===== src/sv/atpf_pkg.sv =====
// Package of the angle to pi fraction block: widths, constants, sequencer states, unit request.
package atpf_pkg;

  localparam int ANGLE_W = 64;
  localparam int NUM_W   = 48;
  localparam int DEN_W   = 32;
  localparam int QFB     = 96;            // fraction bits of the quotient
  localparam int FR_W    = QFB + 1;       // remainder and divisor width
  localparam int UNIT_W  = 114;           // shared add/sub width
  localparam int PROD_W  = NUM_W + DEN_W; // a * |p| product width
  localparam int CNT_W   = 7;             // indexes FR_W bits

  // floor(2^112 / pi)
  localparam logic [111:0] RECIP_PI = 112'h517CC1B727220A94FE13ABE8FA9A;

  localparam logic [CNT_W-1:0] MUL_LAST = 7'd63;
  localparam logic [CNT_W-1:0] DIV_TOP  = 7'd96;
  localparam logic [CNT_W-1:0] TERM_TOP = 7'd31;

  typedef enum logic [3:0] {
    ST_IDLE,
    ST_MUL,
    ST_FIX,
    ST_SPLIT,
    ST_CHECK,
    ST_DIV,
    ST_TERM,
    ST_MULQ,
    ST_QSUM,
    ST_MULP,
    ST_PSUM,
    ST_FIN
  } state_t;

  typedef struct packed {
    logic              sub;
    logic [UNIT_W-1:0] x;
    logic [UNIT_W-1:0] y;
  } unit_req_t;

endpackage


===== src/sv/angle_to_pi_fraction_top.sv =====
// Top level of the angle to pi fraction block: sequencer and datapath around one add/sub unit.
//
// Turns a signed angle (radians, 48 fraction bits) into p/q, the best continued-fraction
// approximation of angle/pi whose denominator stays within cfg denominator_cap. The angle
// is multiplied by a 112-bit 1/pi constant, floored to 96 fraction bits (toward minus
// infinity for negative angles), then expanded term by term until the remainder is zero,
// the next denominator would pass the cap or the numerator would overflow, or MAX_TERMS
// terms have been examined. All arithmetic runs through a single 114-bit add/subtract
// unit, one step per cycle: the product is a shift-add multiply followed by the floor and
// split steps, and each term takes a restoring division, two shift-add multiplies and four
// check and update steps. in_stall stays high while an item is worked on. The result sits
// in an output register, so the next item is accepted while it waits on out_stall. Write
// the cap only while idle.
module angle_to_pi_fraction_top #(
  parameter int MAX_TERMS = 64
) (
  input  logic                                 clk,
  input  logic                                 rst_n,
  input  logic                                 cfg_we,
  input  logic [atpf_pkg::DEN_W-1:0]           cfg_wdata,
  input  logic                                 in_valid,
  output logic                                 in_stall,
  input  logic signed [atpf_pkg::ANGLE_W-1:0]  in_angle,
  output logic                                 out_valid,
  input  logic                                 out_stall,
  output logic signed [atpf_pkg::NUM_W-1:0]    out_numerator,
  output logic [atpf_pkg::DEN_W-1:0]           out_denominator
);

  localparam int TERM_W = $clog2(MAX_TERMS + 1);
  localparam int W      = atpf_pkg::UNIT_W;
  localparam int FR_W   = atpf_pkg::FR_W;
  localparam int NUM_W  = atpf_pkg::NUM_W;
  localparam int DEN_W  = atpf_pkg::DEN_W;
  localparam int PROD_W = atpf_pkg::PROD_W;
  localparam int QFB    = atpf_pkg::QFB;

  atpf_pkg::state_t state_r, state_nxt;

  logic [DEN_W-1:0]            cap_r;
  logic                        neg_r, neg_nxt;
  logic [63:0]                 mag_r, mag_nxt;
  logic [W-1:0]                acc_r, acc_nxt;
  logic                        sticky_r, sticky_nxt;
  logic [atpf_pkg::CNT_W-1:0]  cnt_r, cnt_nxt;
  logic [TERM_W-1:0]           term_r, term_nxt;
  logic [FR_W-1:0]             den_r, den_nxt;
  logic [FR_W-1:0]             fr_r, fr_nxt;
  logic [FR_W-1:0]             rem_r, rem_nxt;
  logic [FR_W-1:0]             quo_r, quo_nxt;
  logic [DEN_W-1:0]            a_r, a_nxt;
  logic [PROD_W-1:0]           macc_r, macc_nxt;
  logic [DEN_W-1:0]            qn_r, qn_nxt;
  logic signed [NUM_W-1:0]     p_cur_r, p_cur_nxt, p_prev_r, p_prev_nxt;
  logic [DEN_W-1:0]            q_cur_r, q_cur_nxt, q_prev_r, q_prev_nxt;
  logic                        out_valid_r, out_valid_nxt;
  logic signed [NUM_W-1:0]     out_num_r, out_num_nxt;
  logic [DEN_W-1:0]            out_den_r, out_den_nxt;

  atpf_pkg::unit_req_t req;
  logic [W-1:0]        sum;
  logic                carry;

  atpf_addsub u_unit (.req(req), .sum(sum), .carry(carry));

  // Decision terms used by the two combinational blocks.
  logic            in_acc, out_free, fr_zero, term_done, quo_over, qn_over, p_over, pn_bad;
  logic [FR_W-1:0] rem_sh;
  logic            frac_nz;
  logic [16:0]     ip_adj;
  logic [NUM_W-1:0] p_mag;

  assign in_acc    = in_valid && !in_stall;
  assign out_free  = !out_valid_r || !out_stall;
  assign fr_zero   = (fr_r == '0);
  assign term_done = (term_r == TERM_W'(MAX_TERMS));
  assign quo_over  = (quo_r[FR_W-1:DEN_W] != '0) || (quo_r[DEN_W-1:0] > cap_r);
  assign qn_over   = (sum[W-1:DEN_W] != '0) || (sum[DEN_W-1:0] > cap_r);
  assign p_over    = (macc_r[PROD_W-1:50] != '0) || (macc_r[49] && (macc_r[48:0] != '0));
  assign pn_bad    = !((&sum[W-1:NUM_W-1]) || (~|sum[W-1:NUM_W-1]));
  assign rem_sh    = {rem_r[FR_W-2:0], den_r[cnt_r]};
  assign frac_nz   = (acc_r[QFB-1:0] != '0);
  assign ip_adj    = {1'b0, acc_r[111:QFB]} + {16'd0, (neg_r && frac_nz)};
  assign p_mag     = p_cur_r[NUM_W-1] ? NUM_W'(-p_cur_r) : NUM_W'(p_cur_r);

  // Next state.
  always_comb begin
    state_nxt = state_r;
    unique case (state_r)
      atpf_pkg::ST_IDLE:  if (in_acc) state_nxt = atpf_pkg::ST_MUL;
      atpf_pkg::ST_MUL:   if (cnt_r == atpf_pkg::MUL_LAST) state_nxt = atpf_pkg::ST_FIX;
      atpf_pkg::ST_FIX:   state_nxt = atpf_pkg::ST_SPLIT;
      atpf_pkg::ST_SPLIT: state_nxt = atpf_pkg::ST_CHECK;
      atpf_pkg::ST_CHECK: begin
        state_nxt = (fr_zero || term_done) ? atpf_pkg::ST_FIN : atpf_pkg::ST_DIV;
      end
      atpf_pkg::ST_DIV:   if (cnt_r == '0) state_nxt = atpf_pkg::ST_TERM;
      atpf_pkg::ST_TERM:  state_nxt = quo_over ? atpf_pkg::ST_FIN : atpf_pkg::ST_MULQ;
      atpf_pkg::ST_MULQ:  if (cnt_r == '0) state_nxt = atpf_pkg::ST_QSUM;
      atpf_pkg::ST_QSUM:  state_nxt = qn_over ? atpf_pkg::ST_FIN : atpf_pkg::ST_MULP;
      atpf_pkg::ST_MULP:  if (cnt_r == '0) state_nxt = atpf_pkg::ST_PSUM;
      atpf_pkg::ST_PSUM: begin
        state_nxt = (p_over || pn_bad) ? atpf_pkg::ST_FIN : atpf_pkg::ST_CHECK;
      end
      atpf_pkg::ST_FIN:   if (out_free) state_nxt = atpf_pkg::ST_IDLE;
      default:            state_nxt = atpf_pkg::ST_IDLE;
    endcase
  end

  // Datapath and unit operands.
  always_comb begin
    req           = '0;
    neg_nxt       = neg_r;
    mag_nxt       = mag_r;
    acc_nxt       = acc_r;
    sticky_nxt    = sticky_r;
    cnt_nxt       = cnt_r;
    term_nxt      = term_r;
    den_nxt       = den_r;
    fr_nxt        = fr_r;
    rem_nxt       = rem_r;
    quo_nxt       = quo_r;
    a_nxt         = a_r;
    macc_nxt      = macc_r;
    qn_nxt        = qn_r;
    p_cur_nxt     = p_cur_r;
    p_prev_nxt    = p_prev_r;
    q_cur_nxt     = q_cur_r;
    q_prev_nxt    = q_prev_r;
    out_valid_nxt = out_valid_r && out_stall;
    out_num_nxt   = out_num_r;
    out_den_nxt   = out_den_r;
    unique case (state_r)
      atpf_pkg::ST_IDLE: begin
        // Latch the magnitude; the sign is applied after the floor.
        neg_nxt    = in_angle[atpf_pkg::ANGLE_W-1];
        mag_nxt    = in_angle[atpf_pkg::ANGLE_W-1] ? 64'(-in_angle) : 64'(in_angle);
        acc_nxt    = '0;
        sticky_nxt = 1'b0;
        cnt_nxt    = '0;
      end
      atpf_pkg::ST_MUL: begin
        // LSB-first shift-add; the dropped low bits feed the sticky flag.
        req.x      = acc_r;
        req.y      = mag_r[0] ? W'(atpf_pkg::RECIP_PI) : '0;
        acc_nxt    = sum >> 1;
        sticky_nxt = sticky_r | sum[0];
        mag_nxt    = mag_r >> 1;
        cnt_nxt    = cnt_r + 1'b1;
      end
      atpf_pkg::ST_FIX: begin
        req.x   = acc_r;
        req.y   = W'(neg_r && sticky_r);
        acc_nxt = sum;
      end
      atpf_pkg::ST_SPLIT: begin
        // Negative with a fraction: fraction becomes one minus it, integer part grows.
        req.sub    = 1'b1;
        req.x      = W'(1) << QFB;
        req.y      = W'(acc_r[QFB-1:0]);
        fr_nxt     = (neg_r && frac_nz) ? sum[FR_W-1:0] : {1'b0, acc_r[QFB-1:0]};
        p_cur_nxt  = neg_r ? -NUM_W'(ip_adj) : NUM_W'(ip_adj);
        p_prev_nxt = NUM_W'(1);
        q_cur_nxt  = DEN_W'(1);
        q_prev_nxt = '0;
        den_nxt    = FR_W'(1) << QFB;
        term_nxt   = '0;
      end
      atpf_pkg::ST_CHECK: begin
        rem_nxt = '0;
        quo_nxt = '0;
        cnt_nxt = atpf_pkg::DIV_TOP;
      end
      atpf_pkg::ST_DIV: begin
        // Restoring division, one quotient bit a cycle.
        req.sub = 1'b1;
        req.x   = W'(rem_sh);
        req.y   = W'(fr_r);
        rem_nxt = carry ? sum[FR_W-1:0] : rem_sh;
        quo_nxt = {quo_r[FR_W-2:0], carry};
        cnt_nxt = cnt_r - 1'b1;
      end
      atpf_pkg::ST_TERM: begin
        den_nxt  = fr_r;
        fr_nxt   = rem_r;
        term_nxt = term_r + 1'b1;
        a_nxt    = quo_r[DEN_W-1:0];
        macc_nxt = '0;
        cnt_nxt  = atpf_pkg::TERM_TOP;
      end
      atpf_pkg::ST_MULQ: begin
        req.x    = W'(macc_r) << 1;
        req.y    = a_r[cnt_r[4:0]] ? W'(q_cur_r) : '0;
        macc_nxt = sum[PROD_W-1:0];
        cnt_nxt  = cnt_r - 1'b1;
      end
      atpf_pkg::ST_QSUM: begin
        req.x    = W'(macc_r);
        req.y    = W'(q_prev_r);
        qn_nxt   = sum[DEN_W-1:0];
        macc_nxt = '0;
        cnt_nxt  = atpf_pkg::TERM_TOP;
      end
      atpf_pkg::ST_MULP: begin
        req.x    = W'(macc_r) << 1;
        req.y    = a_r[cnt_r[4:0]] ? W'(p_mag) : '0;
        macc_nxt = sum[PROD_W-1:0];
        cnt_nxt  = cnt_r - 1'b1;
      end
      atpf_pkg::ST_PSUM: begin
        // New p = p_prev +/- a*|p|, following the sign of p.
        req.sub = p_cur_r[NUM_W-1];
        req.x   = {{(W-NUM_W){p_prev_r[NUM_W-1]}}, p_prev_r};
        req.y   = W'(macc_r);
        if (!p_over && !pn_bad) begin
          p_prev_nxt = p_cur_r;
          p_cur_nxt  = sum[NUM_W-1:0];
          q_prev_nxt = q_cur_r;
          q_cur_nxt  = qn_r;
        end
      end
      atpf_pkg::ST_FIN: begin
        if (out_free) begin
          out_valid_nxt = 1'b1;
          out_num_nxt   = p_cur_r;
          out_den_nxt   = q_cur_r;
        end
      end
      default: ;
    endcase
  end

  always_ff @(posedge clk) begin
    if (!rst_n) begin
      state_r     <= atpf_pkg::ST_IDLE;
      cap_r       <= DEN_W'(1024);
      out_valid_r <= 1'b0;
    end else begin
      state_r     <= state_nxt;
      out_valid_r <= out_valid_nxt;
      if (cfg_we) cap_r <= cfg_wdata;
    end
  end

  always_ff @(posedge clk) begin
    neg_r     <= neg_nxt;
    mag_r     <= mag_nxt;
    acc_r     <= acc_nxt;
    sticky_r  <= sticky_nxt;
    cnt_r     <= cnt_nxt;
    term_r    <= term_nxt;
    den_r     <= den_nxt;
    fr_r      <= fr_nxt;
    rem_r     <= rem_nxt;
    quo_r     <= quo_nxt;
    a_r       <= a_nxt;
    macc_r    <= macc_nxt;
    qn_r      <= qn_nxt;
    p_cur_r   <= p_cur_nxt;
    p_prev_r  <= p_prev_nxt;
    q_cur_r   <= q_cur_nxt;
    q_prev_r  <= q_prev_nxt;
    out_num_r <= out_num_nxt;
    out_den_r <= out_den_nxt;
  end

  assign in_stall        = (state_r != atpf_pkg::ST_IDLE);
  assign out_valid       = out_valid_r;
  assign out_numerator   = out_num_r;
  assign out_denominator = out_den_r;

endmodule


===== src/sv/atpf_addsub.sv =====
// Shared wide add/subtract unit with carry out.
module atpf_addsub (
  input  atpf_pkg::unit_req_t              req,
  output logic [atpf_pkg::UNIT_W-1:0]      sum,
  output logic                             carry
);

  logic [atpf_pkg::UNIT_W:0] full;

  // Subtract as x + ~y + 1; carry high means no borrow.
  always_comb begin
    full = {1'b0, req.x} + {1'b0, (req.sub ? ~req.y : req.y)}
         + {{atpf_pkg::UNIT_W{1'b0}}, req.sub};
  end

  assign sum   = full[atpf_pkg::UNIT_W-1:0];
  assign carry = full[atpf_pkg::UNIT_W];

endmodule


===== config.mk =====
export PLATFORM = sky130hd
export DESIGN_NAME = angle_to_pi_fraction_top
export DESIGN_NICKNAME = d
export VERILOG_FILES = /design/src/sv/atpf_pkg.sv /design/src/sv/angle_to_pi_fraction_top.sv /design/src/sv/atpf_addsub.sv
export SDC_FILE = /design/constraint.sdc
export NUM_CORES = 2
export LEC_CHECK = 0
export ABC_AREA = 1
export BUFFER_PORTS_ARGS = -buffer_cell sky130_fd_sc_hd__buf_2
export CAP_MARGIN = 30
export CORE_MARGIN = 4
export CORE_UTILIZATION = 54
export CTS_BUF_LIST = sky130_fd_sc_hd__clkbuf_4
export CTS_CLUSTER_DIAMETER = 120
export CTS_CLUSTER_SIZE = 28
export DETAILED_ROUTE_END_ITERATION = 10
export HOLD_SLACK_MARGIN = 0.03
export PLACE_DENSITY = 0.74
export SLEW_MARGIN = 10
export SYNTH_ARGS = -nofsm -noshare
export SYNTH_HDL_FRONTEND = slang
export SYNTH_HIERARCHICAL = 1
export SYNTH_SLANG_ARGS = --single-unit

===== constraint.sdc =====
create_clock -name clk -period 54.6 [get_ports clk]
set_clock_uncertainty 0.15 [all_clocks]
set_input_delay 10.92 -clock clk [delete_from_list [all_inputs] [get_ports clk]]
set_output_delay 10.92 -clock clk [all_outputs]
set_load 0.02 [all_outputs]

### After elaboration in Yosys (flattened, before gate mapping)

Index checks and enable logic that the tools add are counted.
Widths: inputs -> output; s select.

| word-level totals | value |
|---|---|
| logic and storage cells | 147 |
| input bits | 101 |
| register bits after elaboration | 1003 |

| operators by class | value |
|---|---|
| magnitude comparators | 4 |
| multiplexer cells | 46 |
| $add $sub $neg | 9 |
| equal/unequal tests | 20 |
| reduce and logical (&&, ||, !) cells | 44 |
| bitwise operators | 2 |

Operators by type and width:

| operator | number |
|---|---|
| $pmux 228 s8 | 1 |
| $pmux 97 s2 | 4 |
| $pmux 114 s3 | 1 |
| $mux 48 | 5 |
| $mux 97 | 2 |
| $pmux 48 s2 | 2 |
| $pmux 80 s2 | 1 |
| $pmux 32 s2 | 2 |
| $pmux 64 s2 | 1 |
| $add 114x114->115 | 1 |
| $add 115x1->115 | 1 |
| $mux 114 | 1 |
| $not 114->114 | 1 |
| $mux 111 | 1 |
| $logic_not 97->1 | 1 |
| $mux 32 | 3 |
| $reduce_bool 96->1 | 1 |
| $reduce_bool 82->1 | 1 |
| $reduce_and 67->1 | 1 |
| $reduce_or 67->1 | 1 |
| $reduce_bool 65->1 | 1 |
| $gt 32x32->1 | 2 |
| $mux 64 | 1 |
| $neg 64->64 | 1 |
| other kinds (39) | 88 |

### Longest topological paths before layout

| logic depth | value |
|---|---|
| word-level depth | 15 |
| mapped depth | 46 |
| depth with buffers taken out | 46 |

### Hierarchy

The synthesis kept the hierarchy.

By module, submodules not included:

| module | area each (um^2) | instances | cells an instance |
|---|---|---|---|
| angle_to_pi_fraction_top | 52215.1 | 1 | 5719 |
| atpf_addsub | 13279.0 | 1 | 2822 |

### Worst setup path after synthesis

Ideal clock, no wire load.

| timing path | value |
|---|---|
| kind | register to register |
| start point | register state_r[1] |
| end point | register p_cur_r[0], enable pin |
| path buffers | 2 |
| data arrival time | 17.266 ns |
| setup time | 0.900 ns |
| slack | 36.284 ns |
| cell stages (with the launch flop) | 31 |
| data required time | 53.550 ns |
| cells stage by stage | dfxtp_1 buf_2 nand2_1 nand2_1 inv_1 nand2_1 clkinv_1 clkbuf_1 a22oi_1 o2111ai_1 ha_1 nand2_1 inv_1 nand2_1 nand2_1 inv_1 nand2_1 nand2_1 nand3_2 nand2_1 nand2_1 nand2_1 nand4_1 nand2_1 nand4_1 or2_2 nor2_1 nand2_1 nand2_1 nand2_1 o21ai_0 |

RTL lines:

| element | RTL line | source |
|---|---|---|
| start, declared | angle_to_pi_fraction_top.sv:38 | `atpf_pkg::state_t state_r, state_nxt;` |
| start signal, assigned | angle_to_pi_fraction_top.sv:235 | `state_r <= atpf_pkg::ST_IDLE;` |
| start signal, assigned | angle_to_pi_fraction_top.sv:239 | `state_r <= state_nxt;` |
| end signal, assigned | angle_to_pi_fraction_top.sv:259 | `p_cur_r <= p_cur_nxt;` |
| end, declared | angle_to_pi_fraction_top.sv:54 | `logic signed [NUM_W-1:0] p_cur_r, p_cur_nxt, p_prev_r, p_prev_nxt;` |

### Final worst setup path

| timing path | value |
|---|---|
| start point | register state_r[3] |
| end point | output port in_stall |

| between the ends | value |
|---|---|
| longest elaborated chain between the ends | 1 |

RTL lines:

| element | RTL line | source |
|---|---|---|
| $reduce_bool 4->1 | angle_to_pi_fraction_top.sv:267 | `assign in_stall = (state_r != atpf_pkg::ST_IDLE);` |
| end, declared | angle_to_pi_fraction_top.sv:22 | `output logic in_stall,` |

No other way between the ends.

==> impl_results.md <==
- Metal2 WL: 108,000 µm
- Synth unique cells: 60
- Share of cells above drive strength 1: 6.27%
- Die area: 127,000 µm²
- Worst EP required: 43.53 ns
- Synth area leader: edfxtp_1
- Setup TNS: 0 ns
- Post-route core utilization: 57.4%
- Worst Setup Start Kind: flip-flop
- M1 wire length: 105,000 µm
- Status: finished, violations left
- DRT antenna net count: 0
- Place WS: 41.17 ns
- Yosys top cell area share: 44.3%
- Nets: 8,855
- First-pass GRT wire length: 375,000 µm
- Top-count cell post-synth: nand2_1
- TritonCTS Sinks: 1,003
- Routed vias/inst: 6.05
- RSZ-0062 raised after global routing: false
- Top Ports: 183
- Number of gates resized after cts: 0
- Commonest cells in the netlist: 2,287 x nand2_1, 1,435 x inv_1, 1,041 x nor2_1, 966 x edfxtp_1, 459 x nand3_1
- Number of max-cap violations: 0
- Design Power: 0.00263 W
- Synth Register Bits: 1,003
- Residual DRC: 0
- Hold Slack: 0.342 ns
- Clk root buf: clkbuf_4
- Initial antenna violation count: 14
- Max-slew violation count: 106
- Post-CTS Hold Buffers: 0
- FMAX: 72.7 MHz
- Arr. time, crit path: 2.69 ns
- Failing checks: max-slew violations
- CTS Buf Count: 43
- Yosys warning total: 6
- Pin count of the biggest net entering global routing: 161
- Synth Cell Area: 65,500 µm²
- Ys async rst share: 0%
- Vias in the first global route: 57,000
- Syn_area_per_cell: 7.67 µm²
- Pleak: 32.1 nW
- Final Hold Viols: 0
- Final HPWL DP: 197,000 µm
- Die width: 356 µm
- Top area cells in the synthesized netlist: edfxtp_1 44%, nand2_1 13%, inv_1 8.2%
- Clock slew seen by the registers of the worst setup and hold paths: 0.27 ns
- Wire length per cell: 25.5 µm
- GRT Util Overall: 39.7%
- Hold Path Class: flip-flop to flip-flop
- Final WS setup: 40.84 ns
- Peak VDD IR: 0.0288 mV
- Number of synthesized flops with an enable pin: 966
- Met3 wire length: 34,200 µm
- Clock tree buffer depth: 3
- Total gr overflow: 0
- Min Tclk post-route: 13.76 ns
- Pwr dens: 38.2 nW/µm²
- Final Cycle Share: 25.2%
- Highest Signal Layer: met5
- RD Place Congestion: 1.11
- Final setup vio count: 0
- Post-Syn Instances: 8,541
- # fillers: 11,300
- H-tree depth: 2
- Vias post-DR: 61,800
- Worst-Margin Slew: 1.72 ns
- I/O Buffers: 182
- Post-CTS Setup Inserts: 0
- Routed WL: 260,000 µm
- Ys flop type: edfxtp_1
- Die height: 356 µm
- Number of DRC markers in iteration 0: 9,623
- Sequential share of the synthesized area: 45.4%
- Num rows: 127
- Worst setup EP type: primary output
- Setup CP Type: flip-flop to primary output
- CTS tree: yes
- Critical Path Fanout Max: 5
- Slew margin rel.: -15.0%
- DRT Pass-1 Iters: 10
- Clk_lat worst skew: 1.12 ns
- Core Box Area: 120,000 µm²
- Initial Utilization: 54.5%
- Synth-to-Final Area Change: 5.26%
## layer usage
| metal | vias to the layer above | GRT usage [%] |
|---|---|---|
| met3 | 643 | 10.4 |
| met4 | 16 | 17.0 |
| met2 | 4245 | 58.0 |
| met1 | 28900 | 56.0 |
| met5 | - | 0.377 |
| li1 | 28000 | - |
## power by group
| group | internal [W] | switching, W | leakage (nW) |
|---|---|---|---|
| combinational | 0.000321 | 0.000958 | 22.2 |
| clock | 0.0000628 | 0.000236 | 0.360 |
| sequential | 0.000998 | 0.0000573 | 9.50 |
| total | 0.00138 | 0.00125 | 32.1 |
## placed cells by master, fill, tap and decap left out, drive strengths merged, types with 12 or more instances in the layout
cell type	instances
nand2	2303
nor2	1091
a221oi	31
o221ai	73
inv	1473
nor3	78
o2111ai	16
a21oi	253
o22ai	186
nand4	142
xnor2	24
dfxtp	37
nor4	50
a2111oi	12
edfxtp	966
buf	280
xor2	221
o211ai	45
o21ai	348
clkbuf	67
ha	195
a221o	21
nand3	477
a22oi	93
## worst paths after layout
kind              depth (start not counted)  slack, ns           endpoint         from
setup / recovery                          6      40.84           in_stall   state_r[3]
hold / removal                            0       0.34  out_numerator[45]  p_cur_r[45]
setup reg to reg                         38      44.67       q_prev_r[20]     cnt_r[1]
hold reg to reg                           0       0.34  out_numerator[45]  p_cur_r[45]
## stage by stage
| stage | std cells | cell area, µm² |
|---|---|---|
| floorplan | 8549 | 65500 |
| global placement | 10100 | 68100 |
| finish | 10200 | 68900 |
| CTS | 10200 | 68800 |
| detailed placement | 10100 | 68100 |
| global route | 10200 | 68900 |
## state kept, by name, summed over array words and instances (netlist names), 4 cells and up
register,cells
q_cur_r,32
cnt_r,7
out_numerator,48
cap_r,32
acc_r,114
qn_r,32
fr_r,97
a_r,32
out_denominator,32
p_prev_r,48
rem_r,97
p_cur_r,48
q_prev_r,32
state_r,4
term_r,7
mag_r,64
quo_r,97
macc_r,80
den_r,97
## cells by family after synthesis
family / Yosys count / share of synthesized area [%]
simple gates: 4174 / 26.4
buf+inv: 1789 / 10.3
compound gates: 1132 / 10.7
flops: 1003 / 45.4
xor+xnor: 245 / 3.30
fa+ha+maj: 197 / 3.79
other cells: 1 / 0.00573
## cell type report
cell class	count	area, µm²	share of cell area (%)
sequential	1003	29700	43.2
multi-input combinational	5757	29200	42.3
inverter	1472	5540	8.04
tap	1612	2020	2.93
timing repair buffer	280	1830	2.65
clock buffer	67	503	0.730
clock inverter	7	101	0.147
antenna	11	27.5	0.0399
## critical path, cell delays in order (launching register included)
cell,delay [ns]
dfxtp_1,0.42
nor2_1,0.15
inv_1,0.17
nor2_1,0.39
buf_4,0.27
inv_1,0.08
buf_2,0.16
(Power assumes the default switching activity.)
